### src/bgc_pkg.sv
`default_nettype none
package bgc_pkg;

    localparam int NUM_INPUTS_DEF = 64;

    localparam int CFG_IDX_W  = 3;
    localparam int CFG_DATA_W = 64;
    localparam int NODE_W     = 8;
    localparam int MASK_W     = 64;
    localparam int THR_W      = 16;
    localparam int TIME_W     = 32;
    localparam int INPUT_W    = 6;
    localparam int KIND_W     = 2;

    localparam logic [CFG_IDX_W-1:0] REG_NODE      = 3'd0;
    localparam logic [CFG_IDX_W-1:0] REG_ENABLE    = 3'd1;
    localparam logic [CFG_IDX_W-1:0] REG_HOLD      = 3'd2;
    localparam logic [CFG_IDX_W-1:0] REG_LONG_HOLD = 3'd3;
    localparam logic [CFG_IDX_W-1:0] REG_GAP       = 3'd4;

    localparam logic [THR_W-1:0] HOLD_RST      = 16'd800;
    localparam logic [THR_W-1:0] LONG_HOLD_RST = 16'd2000;
    localparam logic [THR_W-1:0] GAP_RST       = 16'd400;

    localparam logic CMD_LEVEL = 1'b0;
    localparam logic CMD_TICK  = 1'b1;

    localparam logic [KIND_W-1:0] KIND_CLICK  = 2'd0;
    localparam logic [KIND_W-1:0] KIND_DOUBLE = 2'd1;
    localparam logic [KIND_W-1:0] KIND_HOLD   = 2'd2;
    localparam logic [KIND_W-1:0] KIND_LONG   = 2'd3;

    localparam int IDX_MAX_W = INPUT_W;

    typedef struct packed {
        logic                 accept;
        logic                 lvl_exec;
        logic                 scan_issue;
        logic                 scan_eval;
        logic                 flush;
        logic [IDX_MAX_W-1:0] idx;
    } t_ctrl_cmd;

endpackage
`default_nettype wire

### src/bgc_ctrl.sv
`default_nettype none
module bgc_ctrl #(
    parameter int NUM_INPUTS = bgc_pkg::NUM_INPUTS_DEF
) (
    input  wire logic               i_clk,
    input  wire logic               i_rst_n,
    input  wire logic               i_start,
    input  wire logic               i_cmd,
    output logic                    o_busy,
    output bgc_pkg::t_ctrl_cmd      o_ctrl
);
    import bgc_pkg::*;

    localparam int IW = (NUM_INPUTS > 1) ? $clog2(NUM_INPUTS) : 1;
    localparam logic [IW-1:0] LAST_IDX = IW'(NUM_INPUTS - 1);

    typedef enum logic [2:0] {
        S_IDLE,
        S_LREAD,
        S_LEXEC,
        S_SCAN,
        S_SLAST,
        S_FLUSH
    } t_state;

    t_state        r_state, n_state;
    logic [IW-1:0] r_idx, n_idx;
    logic          accept;

    assign accept = i_start && (r_state == S_IDLE);
    assign o_busy = (r_state != S_IDLE);

    always_comb begin
        n_state = r_state;
        n_idx   = r_idx;
        case (r_state)
            S_IDLE: begin
                n_idx = '0;
                if (accept) begin
                    n_state = (i_cmd == CMD_TICK) ? S_SCAN : S_LREAD;
                end
            end
            S_LREAD: n_state = S_LEXEC;
            S_LEXEC: n_state = S_IDLE;
            S_SCAN: begin
                if (r_idx == LAST_IDX) begin
                    n_state = S_SLAST;
                end else begin
                    n_idx = r_idx + 1'b1;
                end
            end
            S_SLAST: n_state = S_FLUSH;
            S_FLUSH: n_state = S_IDLE;
            default: n_state = S_IDLE;
        endcase
    end

    always_ff @(posedge i_clk) begin
        if (!i_rst_n) begin
            r_state <= S_IDLE;
            r_idx   <= '0;
        end else begin
            r_state <= n_state;
            r_idx   <= n_idx;
        end
    end

    always_comb begin
        o_ctrl            = '0;
        o_ctrl.accept     = accept;
        o_ctrl.lvl_exec   = (r_state == S_LEXEC);
        o_ctrl.scan_issue = (r_state == S_SCAN);
        o_ctrl.scan_eval  = ((r_state == S_SCAN) && (r_idx != '0)) || (r_state == S_SLAST);
        o_ctrl.flush      = (r_state == S_FLUSH);
        o_ctrl.idx        = IDX_MAX_W'(r_idx);
    end
endmodule
`default_nettype wire

### config.mk
export PLATFORM = sky130hd
export DESIGN_NAME = bgc_ctrl
export DESIGN_NICKNAME = d
export VERILOG_FILES = /design/src/bgc_pkg.sv /design/src/bgc_ctrl.sv
export SDC_FILE = /design/constraint.sdc
export NUM_CORES = 1
export LEC_CHECK = 0
export BUFFER_PORTS_ARGS = -buffer_cell sky130_fd_sc_hd__buf_2
export CORE_AREA = 2 2 39 41
export DETAILED_ROUTE_END_ITERATION = 8
export DIE_AREA = 0 0 41 43
export PLACE_DENSITY = 0.66
export REMOVE_ABC_BUFFERS = 1
export SYNTH_ARGS = -nofsm -noshare
export SYNTH_HDL_FRONTEND = slang
export SYNTH_SLANG_ARGS = --single-unit
### constraint.sdc
create_clock -name i_clk -period 2.6 [get_ports i_clk]
set_input_delay 0.52 -clock i_clk [delete_from_list [all_inputs] [get_ports i_clk]]
set_output_delay 0.52 -clock i_clk [all_outputs]
set_load 0.1 [all_outputs]
==> results.md, run 1 <==
Timing:
- The max-slew violation count is 0.
- The number of setup violations in the final report is 0.
- Setup repair after global routing left no endpoint under its margin.
- The worst setup skew after layout is 1.53 ps.
- The number of hold violations in the final report is 0.
- The final critical path time including I/O delays and setup is 2130 ps.
- The worst-case headroom to the max-slew limit is 0.677.
- The final critical-path setup slack is 471 ps.
- In the finished design, the share of the clock period the worst path needs comes to 0.819.
- Timing would allow up to 470 MHz.
- The worst-margin pin slew is 489 ps.

Layout:
- The number of filler instances in the final layout is 135.
- The signed area change from the synthesized netlist to the final layout is 17.4%.
- At the end of the flow the core is filled with cells to 0.463.
- Of the cells placed in the final design, the portion with a size suffix greater than 1 is 0.266.
- The final net count is 86.
- The number of diodes added for antenna fixing is 0.

Yosys:
- After synthesis, the share of flip-flops with an asynchronous set or reset is 0.
- The mapped cell area is 546 um^2.
- The netlist uses 32 different library cells.
- The number of synthesized flops with an enable pin is 0.
- The sequential element share of the synthesized area is 0.330.
- The synthesized area per cell is 8.52 um^2.
- The yosys synthesis warning count is 0.
- Counting every instance in the synthesized netlist gives 64.
- After synthesis the netlist holds a flip-flop and latch count of 9.
- The most frequently used flop master after synthesis is dfxtp_1.

Clocking:
- TritonCTS built the clock tree.
- Clock tree synthesis found a total of 9 sinks.
- The clock insertion delay at the later pin of the skew report is 260 ps.
- After clock tree synthesis, the repair step resized 0 gates.
- The number of setup buffers added after CTS is 0.
- After clock tree synthesis, the clock-pin slew on the worst setup and hold paths is 60 ps.
- The worst-case clock buffer depth is 2.
- CTS built an H-tree with a depth of 1.
- The tree is rooted in a clkbuf_4.
- Buffers inserted to repair hold after CTS numbered 0.
- The total clock buffers created by CTS is 3.

Routing:
- The via density per instance is 5.56.
- The number of optimization iterations in the first detailed-route pass is 4.
- The total wire length is 1100 um.
- Dividing the detail-routed wire length by the instance count gives 11.5 um.
- In the routed design, unresolved DRC markers number 0.
- The number of nets with antenna violations after detailed routing is 0.
- The via count is 528.
- In this run, the number of DRC markers left after iteration 0 of detailed routing was 22.

Die:
- The core region is 0.00138 mm^2.
- 16 I/O pins were placed.
- The initial cell density of the core is 0.394.
- The die covers 0.00176 mm^2.
- The die is 43 um tall.
- The die extent in x is 41 um.
- The count of standard-cell rows is 14.

Worst setup path:
- STA classifies the critical path startpoint as a flip-flop.
- The worst register-to-register path has a depth of 5.
- The worst register-to-register path ends at r_idx[3].
- For the worst setup path, the data arrival time is 1610 ps.
- The critical path capture point type is a primary output.
- The setup path with the least slack is of type flip-flop to primary output.
- The startpoint identified for the worst register-to-register timing path is r_idx[1].
- The minimum setup slack among reg-to-reg paths is 900 ps.
- The peak fanout along the critical path is 8.
- The required time of the critical path is 2080 ps.

GRT:
- The via count of the first global-routing pass is 411.
- Across every metal layer, demand over resource in global routing totals 0.142.
- The number of antenna violations at the first check in global routing was 0.
- The first global-routing pass estimated 1720 um of wire.
- The total congestion overflow is 0.
- The maximum number of pins on one net before global-route repair is 12.

Power and ir drop:
- The static leakage is 0.294 nW.
- The power per cell area is 505 mW/mm^2.
- Across the VDD grid, the largest voltage drop is 0.000228 V.
- Summing internal, switching and leakage power gives 0.000324 W.

Outcome:
- The run finished with clean final reports.

Placed design:
- The port buffer count is 15.
- Prior to clock tree synthesis, the placed netlist has a worst setup slack of 767 ps.
- The HPWL reported at the end of detailed placement is 822 um.
- At the end of routability-driven placement, the weighted congestion stood at 0.827.

Min path:
- The worst hold path terminates at r_idx[1].
- The worst hold path was traced through 2 stages.
- The start point of the worst hold path is r_idx[1].
- The kind of path behind the tightest hold check is flip-flop to flip-flop.

Run:
- The tool flagged a number of max-cap violations equal to 0.
-- cell type report --
cell class / instances / area [um^2] / share of cell area
Clock buffer: 4 / 26.3 / 0.0410
Tap cell: 16 / 20.0 / 0.0313
Multi-Input combinational cell: 47 / 324 / 0.506
Timing Repair Buffer: 15 / 75.1 / 0.117
Sequential cell: 9 / 180 / 0.281
Inverter: 4 / 15.0 / 0.0234
-- where the power goes --
part	switching, W	internal [W]	total (W)
sequential	0.00000418	0.000141	0.000145
clock	0.0000497	0.0000592	0.000109
combinational	0.0000565	0.0000135	0.0000700
-- per-layer routing --
metal  part of all wire  GRT usage
met3              0.051     0.0157
met1               0.47      0.210
met2               0.46      0.191
met4              0.013     0.0800
met5                  0          0
-- flip-flops by register name, summed over array words and instances (netlist names) --
register	flops
r_state	3
r_idx	6
-- critical path: stages, from the launching register on --
cell and delay (ps):
dfxtp_1 440, nand3b_1 220, a21oi_1 180, a21o_1 100
buf_2 410
-- cells by family after synthesis --
family	synth area share
compound gates	0.211
mux	0.0275
flops	0.330
simple gates	0.261
fa+ha+maj	0.0459
buf+inv	0.0757
xor+xnor	0.0482
-- cell usage in the layout, fill, tap and decap left out, types with 2 or more instances in the layout --
| cell type | instances |
|---|---|
| clkbuf_4 | 3 |
| o21ai_0 | 3 |
| nand3_1 | 5 |
| o21a_1 | 2 |
| dfxtp_1 | 9 |
| xor2_1 | 2 |
| ha_1 | 2 |
| nand2_1 | 4 |
| nor2_1 | 3 |
| and3_1 | 3 |
| buf_2 | 15 |
| a21oi_1 | 2 |
| nor3b_1 | 2 |
| inv_1 | 4 |
| o2bb2ai_1 | 2 |
| o211ai_1 | 2 |
-- worst max path at each step --
stage,startpoint,endpoint,depth (start not counted)
2_1_floorplan,r_state[2],o_ctrl[6],2
6_report,r_state[1],o_ctrl[7],4
5_1_grt,r_state[1],o_ctrl[7],4
3_5_place_dp,r_state[1],o_ctrl[7],4
3_3_place_gp,r_state[1],o_ctrl[7],4
4_1_cts,r_state[1],o_ctrl[7],4
-- metrics by stage --
stage	std cells	TNS [ps]	hold WS, ps	cell area [um^2]
floorplan	60	-1200	568	519
global placement	91	0	523	614
detailed placement	91	0	519	614
CTS	95	0	528	641
global route	95	0	567	641
finish	95	0	524	641
-- Yosys cell counts (2+ instances only) --
cell type  instances  area [um^2]
and3_1             3         18.8
nor2_1             3         11.3
o21ai_0            3         15.0
a21oi_1            2         10.0
o211ai_1           2         15.0
nand3_1            5         25.0
o2bb2ai_1          2         17.5
inv_1              4         15.0
ha_1               2         25.0
o21a_1             2         15.0
clkbuf_1           2         7.51
xor2_1             2         17.5
nand2_1            4         15.0
dfxtp_1            9          180
nor3b_1            2         15.0
Note: power is estimated with default switching activity, not from simulation.
==> inputs of run 2 (changes only) <==
- PLACE_DENSITY: 0.66 -> 0.68
- clock period: 2.6 -> 1.95 ns (I/O delays scaled with it)
==> run 2 against run 1 <==
Net effect:
- via count rose by 2.5%
- total power is 35% higher
- register-to-register slack lost 600 ps
- sequential share of layout area shrank 1.7 points
- first-iteration DRC count fell by 32%
- clock skew grew 1.5 ps
- largest cell class unchanged
==> results.md, run 2 (synthesis results as in run 1) <==
Timing:
- Setup repair after global routing missed its margin: false (unchanged).
- The accumulated negative setup slack is 0 ps (unchanged).
- The max-slew violation count is 0 (unchanged).
- The worst setup skew after layout is 3.04 ps (was 1.53 ps).
- The worst-margin pin slew was 487 ps (was 489 ps).
- For this run, the top clock speed supported by timing is 536 MHz.
- The final critical path time including I/O delays and setup is 1860 ps.
- The final critical-path share of the clock period is 0.956.
- The number of hold violations in the final report is 0 (unchanged).
- The worst hold slack is 459 ps (was 524 ps).
- The number of setup violations in the final report came to 0 (unchanged).
- The worst-case headroom to the max-slew limit came to 0.678 (was 0.677).

Routing:
- The count of unresolved DRC violations after routing is 0 (unchanged).
- The number of design-rule violations left by the first detailed-router iteration was 15 (was 22).
- The number of optimization iterations in the first detailed-route pass is 4 (unchanged).
- The via density per instance is 5.64 (was 5.56).
- The number of nets with antenna violations after detailed routing is 0 (unchanged).
- The via count is 541 (was 528).
- The average wire length per cell after detail routing is 12.0 um (was 11.5 um).
- The total wire length was 1150 um (was 1100 um).

Min path:
- The kind of path behind the tightest hold check is primary input to flip-flop (was flip-flop to flip-flop).

Placed design:
- The port buffer count came to 15 (unchanged).
- The number of placed instances, taps included is 92 (was 91).
- The HPWL reported at the end of detailed placement came to 845 um (was 822 um).
- The weighted congestion reported at the end of routability-driven placement was 0.770 (was 0.827).
- The total cell area at the placement stage is 652 um^2 (was 614 um^2).

Die:
- The core footprint is 0.00138 mm^2 (unchanged).
- The count of standard-cell rows is 14 (unchanged).
- The number of ports placed on the die boundary is 16 (unchanged).
- The initial cell density of the core is 0.394 (unchanged).
- The die area was 0.00176 mm^2 (unchanged).
- The y dimension of the die is 43 um (unchanged).
- The die extent in x is 41 um (unchanged).

Power and ir drop:
- The worst voltage drop across the vdd grid came to 0.000303 V (was 0.000228 V).
- The power per cell area is 640 mW/mm^2 (was 505 mW/mm^2).
- The static leakage came to 0.304 nW (was 0.294 nW).

Layout:
- The register containing the most flip-flops in the final layout is r_idx (unchanged).
- The final net count came to 87 (was 86).
- Largest registers ranked by flip-flop count: r_idx: 6 flops, r_state: 3 flops (unchanged).
- The design area was 681 um^2 (was 641 um^2).
- The leading cell type in the layout, fill and taps excluded is buf_2 (unchanged).
- Top library cells by usage in the layout, fill and taps aside: 12 x buf_2, 9 x dfxtp_1, 5 x nand3_1 (was 15 x buf_2, 9 x dfxtp_1, 5 x nand3_1, 4 x inv_1, 4 x nand2_1).
- The utilization after layout came to 0.492 (was 0.463).
- The final standard cell count with taps included and fillers excluded is 96 (was 95).
- The number of diodes added for antenna fixing is 0 (unchanged).
- The signed area change from the synthesized netlist to the final layout came to 24.8% (was 17.4%).
- The number of flip-flops in the largest register was 6 (unchanged).
- The ratio of cells with drive above 1 in the final layout is 0.275 (was 0.266).

Clocking:
- The worst-case clock buffer depth was 2 (unchanged).
- The clock insertion delay at the later pin of the skew report was 260 ps (about the same).
- The CTS H-tree depth is 1 (unchanged).
- The root buffer cell is clkbuf_4 (unchanged).
- The clock transition at the register clock pins on the worst setup and hold paths after CTS is 60 ps (about the same).
- The total clock buffers created by CTS is 3 (unchanged).
- The number of hold-repair buffers added at the cts stage is 0 (unchanged).
- The CTS tree is yes (unchanged).
- The number of sinks handled by clock tree synthesis is 9 (unchanged).

Run:
- The max-cap check violation count was 0 (unchanged).

GRT:
- The via count of the first global-routing pass is 430 (was 411).
- The total congestion overflow is 0 (unchanged).
- The number of antenna violations at the first check in global routing is 0 (unchanged).
- The maximum number of pins on one net before global-route repair is 12 (unchanged).
- The wire length of the first global-routing pass is 1900 um (was 1720 um).
- The global-route total usage across every layer was 0.162 (was 0.142).

Worst setup path:
- The critical path capture point type is a primary output (unchanged).
- The critical register-to-register path startpoint is r_idx[1] (unchanged).
- The required time of the critical path is 1560 ps (was 2080 ps).
- The type of the worst setup path is flip-flop to primary output (unchanged).
- The minimum setup slack among reg-to-reg paths is 300 ps (was 900 ps).
- The depth of the worst register-to-register path is 5 (unchanged).
- The kind of start point of the critical path is a flip-flop (unchanged).
- The launch point of the worst path is r_state[0] (was r_state[1]).
- The worst flop-to-flop path endpoint is r_idx[3] (unchanged).
- The arrival time at the worst endpoint came to 1470 ps (was 1610 ps).
- The end point of the critical path was o_busy (was o_ctrl[7]).
- The peak fanout along the critical path is 7 (was 8).

Outcome:
- Run status: finished, final reports clean (unchanged).
## run 2: cell count changes in the layout (fill, tap and decap cells not counted)
cell,delta
clkbuf_4,+1
buf_4,+1
buf_12,+2
buf_2,-3
## run 2: layout make-up
class | instances | area, um^2
tap | 16 | 20.0
timing repair buffer | 16 | 115
fill | 143 | 703
clock buffer | 4 | 26.3
multi-input combinational | 47 | 324
sequential | 9 | 180
inverter | 4 | 15.0
## run 2: worst min-delay path by stage
stage	slack (ps)	depth (start not counted)	end	startpoint
4_1_cts	460	3	r_state[0]	i_start
3_3_place_gp	510	2	r_idx[1]	r_idx[1]
2_1_floorplan	510	1	r_state[0]	i_rst_n
5_1_grt	460	2	r_state[0]	i_rst_n
3_5_place_dp	520	2	r_idx[1]	r_idx[1]
6_report	460	3	r_state[0]	i_start
## run 2: stage by stage
step | total power, W | setup WS, ps
after global routing | 0.000460 | 1.83
after CTS | 0.000439 | 90.5
after detailed placement | 0.000296 | 309
after floorplan | 0.000271 | -1110
final | 0.000436 | 85.3
after global placement | 0.000296 | 311
## run 2: report_power, final
part           switching, W  internal (W)
Combinational     0.0000768     0.0000228
Sequential       0.00000601      0.000187
Clock             0.0000638     0.0000788
## run 2: worst max-delay path, stage by stage, from the launching register on
cell,delay (ps)
dfxtp_1,370
or3_1,510
buf_2,340
## run 2: timing repair
item	4_1_cts	5_1_grt
endpoints found under the setup margin	0	1
buffers inserted	0	0
resized for setup	0	1
## run 2: per-layer routing
| layer | GRT usage | share of wire | vias up |
|---|---|---|---|
| met4 | 0.100 | 0.026 | 0 |
| met2 | 0.209 | 0.45 | 22 |
| li1 | - | - | 266 |
| met5 | 0 | 0 | - |
| met1 | 0.217 | 0.47 | 249 |
| met3 | 0.0628 | 0.050 | 4 |
==> inputs of run 3 (changes only) <==
- ABC_AREA: not set -> 1
- PLACE_DENSITY: 0.68 -> 0.69
==> run 3 against run 2 <==
Net effect:
- worst setup slack improved by 3.3 ps
- non-clock buffer count shrank 1
- clock-buffer cell count stayed put
- sequential share of layout area decreased by 0.15 points
- clock power up 4%
- critical path type unchanged
- total power is 57% higher
- sequential cell count unchanged
- synthesized cell count grew 27%
- sequential power grew 13%
- critical path depth grew 1
- die area did not move
- combinational power grew to 3.2 times the previous value
==> results.md, run 3 <==
Die:
- The die area came to 0.00176 mm^2 (unchanged).
- The number of ports placed on the die boundary was 16 (unchanged).
- The count of standard-cell rows is 14 (unchanged).
- The core footprint is 0.00138 mm^2 (unchanged).
- The die extent in x is 41 um (unchanged).
- The initial cell density of the core came to 0.401 (was 0.394).
- The y dimension of the die is 43 um (unchanged).

Routing:
- The total wire length came to 1150 um (about the same).
- The number of optimization iterations in the first detailed-route pass is 2 (was 4).
- The number of nets with antenna violations after detailed routing is 0 (unchanged).
- The average wire length per cell after detail routing is 9.99 um (was 12.0 um).
- The number of design-rule violations left by the first detailed-router iteration is 6 (was 15).
- The highest routed metal layer is met4 (unchanged).
- The met2 layer wire length in the routed design is 502 um (was 518 um).
- The count of unresolved DRC violations after routing is 0 (unchanged).
- The via count is 554 (was 541).
- The via density per instance was 4.82 (was 5.64).
- The routed metal-1 wire length came to 570 um (was 544 um).
- The detailed-routed wire length on met3 is 36 um (was 58 um).

Yosys:
- The async set or reset register ratio after synthesis was 0 (unchanged).
- Synth area leaders: dfxtp_1 32%, nand2_1 12%, nor2_1 10% (was dfxtp_1 33%, ha_1 4.6%, nand3_1 4.6%).
- The synthesized area per cell is 6.86 um^2 (was 8.52 um^2).
- The mapped cell area is 556 um^2 (was 546 um^2).
- The area share of the largest cell type after synthesis came to 0.324 (was 0.330).
- The most common cell in the synthesized netlist is nand2_1 (was dfxtp_1).
- The cell accounting for the most synthesized area is dfxtp_1 (unchanged).
- The sequential element share of the synthesized area is 0.324 (was 0.330).
- The number of synthesized flops with an enable pin was 0 (unchanged).
- The gate count of the mapped netlist is 81 (was 64).
- The most frequently used flop master after synthesis is dfxtp_1 (unchanged).
- Synth cell count leaders: 18 x nand2_1, 15 x nor2_1, 10 x inv_1, 9 x dfxtp_1 (was 9 x dfxtp_1, 5 x nand3_1, 4 x inv_1, 4 x nand2_1).
- The yosys synthesis warning count was 0 (unchanged).
- The count of cell types in the netlist was 22 (was 32).
- The post-synthesis sequential element count was 9 (unchanged).

Layout:
- Largest registers ranked by flip-flop count: r_idx: 6 flops, r_state: 3 flops (unchanged).
- The leading cell type in the layout, fill and taps excluded is nand2_1 (was buf_2).
- The number of diodes added for antenna fixing came to 0 (unchanged).
- Top library cells by usage in the layout, fill and taps aside: 18 x nand2_1, 15 x nor2_1, 14 x buf_2, 10 x inv_1, 9 x dfxtp_1 (was 12 x buf_2, 9 x dfxtp_1, 5 x nand3_1).
- The design area was 684 um^2 (was 681 um^2).
- The register containing the most flip-flops in the final layout is r_idx (unchanged).
- The final net count is 106 (was 87).
- The area of all sequential standard cells came to 180 um^2 (unchanged).
- The number of filler instances in the final layout is 156 (was 143).
- The signed area change from the synthesized netlist to the final layout was 23.2% (was 24.8%).
- The number of flip-flops in the largest register is 6 (unchanged).
- The ratio of cells with drive above 1 in the final layout is 0.253 (was 0.275).
- The area occupied by multi-input gates was 327 um^2 (was 324 um^2).

Worst setup path:
- The critical path capture point type is a primary output (unchanged).
- The kind of start point of the critical path was a flip-flop (unchanged).
- The delay of the slowest cell on the worst path is 480 ps (was 510 ps).
- The arrival time at the worst endpoint is 1470 ps (about the same).
- The peak fanout along the critical path is 8 (was 7).
- The library cell contributing the largest single delay on the critical path is dfxtp_1 (was or3_1).
- Ordered list of cells on the worst path: inv_2 > nand2_2 > buf_2 (was or3_1 > buf_2).
- The type of the worst setup path is flip-flop to primary output (unchanged).
- The kind of cell with the highest combined delay on the critical path is buffers and inverters (was simple AND/OR/NAND/NOR gates).
- The required time of the critical path was 1560 ps (about the same).
- The number of buffer and inverter instances along the worst setup path is 2 (was 1).

Power and ir drop:
- The switching power summed over all nets is 0.000342 W (was 0.000147 W).
- The static leakage is 0.324 nW (was 0.304 nW).
- The part of the power in the clock network came to 0.218 (was 0.327).
- The power per cell area is 999 mW/mm^2 (was 640 mW/mm^2).
- The design internal power is 0.000342 W (was 0.000289 W).
- The sequential cell fraction of total power is 0.321 (was 0.444).
- The switching part of the total is 0.499 (was 0.337).
- The part of the power in combinational logic is 0.461 (was 0.229).
- The worst voltage drop across the vdd grid came to 0.000457 V (was 0.000303 V).

Placed design:
- The HPWL reported at the end of detailed placement is 871 um (was 845 um).
- The weighted congestion reported at the end of routability-driven placement is 0.729 (was 0.770).
- The total cell area at the placement stage is 658 um^2 (was 652 um^2).
- The post-placement setup slack is 375 ps (was 309 ps).
- The port buffer count is 15 (unchanged).

Clocking:
- The clock transition at the register clock pins on the worst setup and hold paths after CTS came to 70 ps (was 60 ps).
- The number of sinks handled by clock tree synthesis is 9 (unchanged).
- The CTS tree is yes (unchanged).
- The number of resized instances in the post-cts repair step came to 0 (unchanged).
- The root buffer cell was clkbuf_4 (unchanged).
- The clock insertion delay at the later pin of the skew report came to 270 ps (was 260 ps).
- The setup fix buffers added after clock tree synthesis is 0 (unchanged).
- The worst-case clock buffer depth came to 2 (unchanged).
- The total clock buffers created by CTS was 3 (unchanged).
- The number of hold-repair buffers added at the cts stage was 0 (unchanged).
- The CTS H-tree depth came to 1 (unchanged).

GRT:
- The wire length of the first global-routing pass is 1830 um (was 1900 um).
- The total congestion overflow is 0 (unchanged).
- The global-route total usage across every layer was 0.154 (was 0.162).
- The number of antenna violations at the first check in global routing is 0 (unchanged).
- The maximum number of pins on one net before global-route repair came to 10 (was 12).
- The via count of the first global-routing pass is 457 (was 430).

Timing:
- The final critical-path setup slack was 88.6 ps (was 85.3 ps).
- The worst-case headroom to the max-slew limit is 0.678 (about the same).
- The final critical path time including I/O delays and setup is 1860 ps (about the same).
- The number of hold violations in the final report was 0 (unchanged).
- The number of setup violations in the final report is 0 (unchanged).
- The max-slew violation count is 0 (unchanged).
- The worst setup skew after layout is 5.77 ps (was 3.04 ps).
- The final critical-path share of the clock period is 0.955 (was 0.956).
- Setup repair after global routing missed its margin: false (unchanged).
- The peak clock frequency supported by timing was 537 MHz (was 536 MHz).
- The worst-margin pin slew is 487 ps (about the same).

Run:
- The max-cap check violation count is 0 (unchanged).

Outcome:
- Run status: finished, final reports clean (unchanged).

Min path:
- The kind of path behind the tightest hold check is primary input to flip-flop (unchanged).
==> run 3: cell types whose count changed after synthesis, moves of 3 or more <==
cell	change
nor2_1	+12
and3_1	-3
nand3_1	-3
inv_1	+6
nand2_1	+14
==> run 3: power groups by stage <==
| stage | sequential, W | clock, W | combinational [W] |
|---|---|---|---|
| 2_1_floorplan | 0.000275 | 0 | 0.000214 |
| 3_3_place_gp | 0.000223 | 0 | 0.000314 |
| 3_5_place_dp | 0.000223 | 0 | 0.000316 |
| 4_1_cts | 0.000219 | 0.000152 | 0.000316 |
| 5_1_grt | 0.000222 | 0.000160 | 0.000338 |
| 6_report | 0.000219 | 0.000149 | 0.000315 |
==> run 3: final timing paths <==
kind	startpoint	end	slack, ps	cells past startpoint
setup / recovery	r_state[2]	o_busy	90	3
hold / removal	i_rst_n	r_idx[4]	410	3
setup reg to reg	r_idx[0]	r_idx[0]	490	6
hold reg to reg	r_idx[4]	r_idx[4]	550	2
==> run 3: per-layer routing <==
metal	up-vias	global-route usage
li1	296	-
met3	5	0.0157
met1	240	0.219
met4	0	0.120
met2	13	0.200
met5	-	0
==> run 3: stage by stage <==
stage                util  hold WS, ps  std cells  setup TNS [ps]  power [W]
floorplan               -          488         80           -4240   0.000489
global placement    0.476          527        111               0   0.000537
detailed placement  0.476          534        111               0   0.000539
CTS                 0.495          414        115               0   0.000687
global route        0.495          426        115               0   0.000720
finish              0.495          414        115               0   0.000684
==> run 3: worst register-to-register path, stage by stage, from the launching register on <==
cell     delay (ps)
dfxtp_1         420
ha_1            240
nand3_2         120
o21ai_4         250
nand2_4         120
o21ai_0         160
nor2_1           50
==> run 3: cell families after synthesis <==
kind of cell / share of synthesized area
DFF: 0.324
and+or+nand+nor: 0.378
buffers and inverters: 0.0878
AOI/OAI and AO/OA: 0.164
adders and majority gates: 0.0450
==> run 3: layout make-up <==
class                   count  area share
flip-flops and latches      9       0.263
clock buffers               4      0.0384
well taps                  16      0.0293
inverters                  11      0.0603
repair buffers             15       0.132
multi-input cells          60       0.477
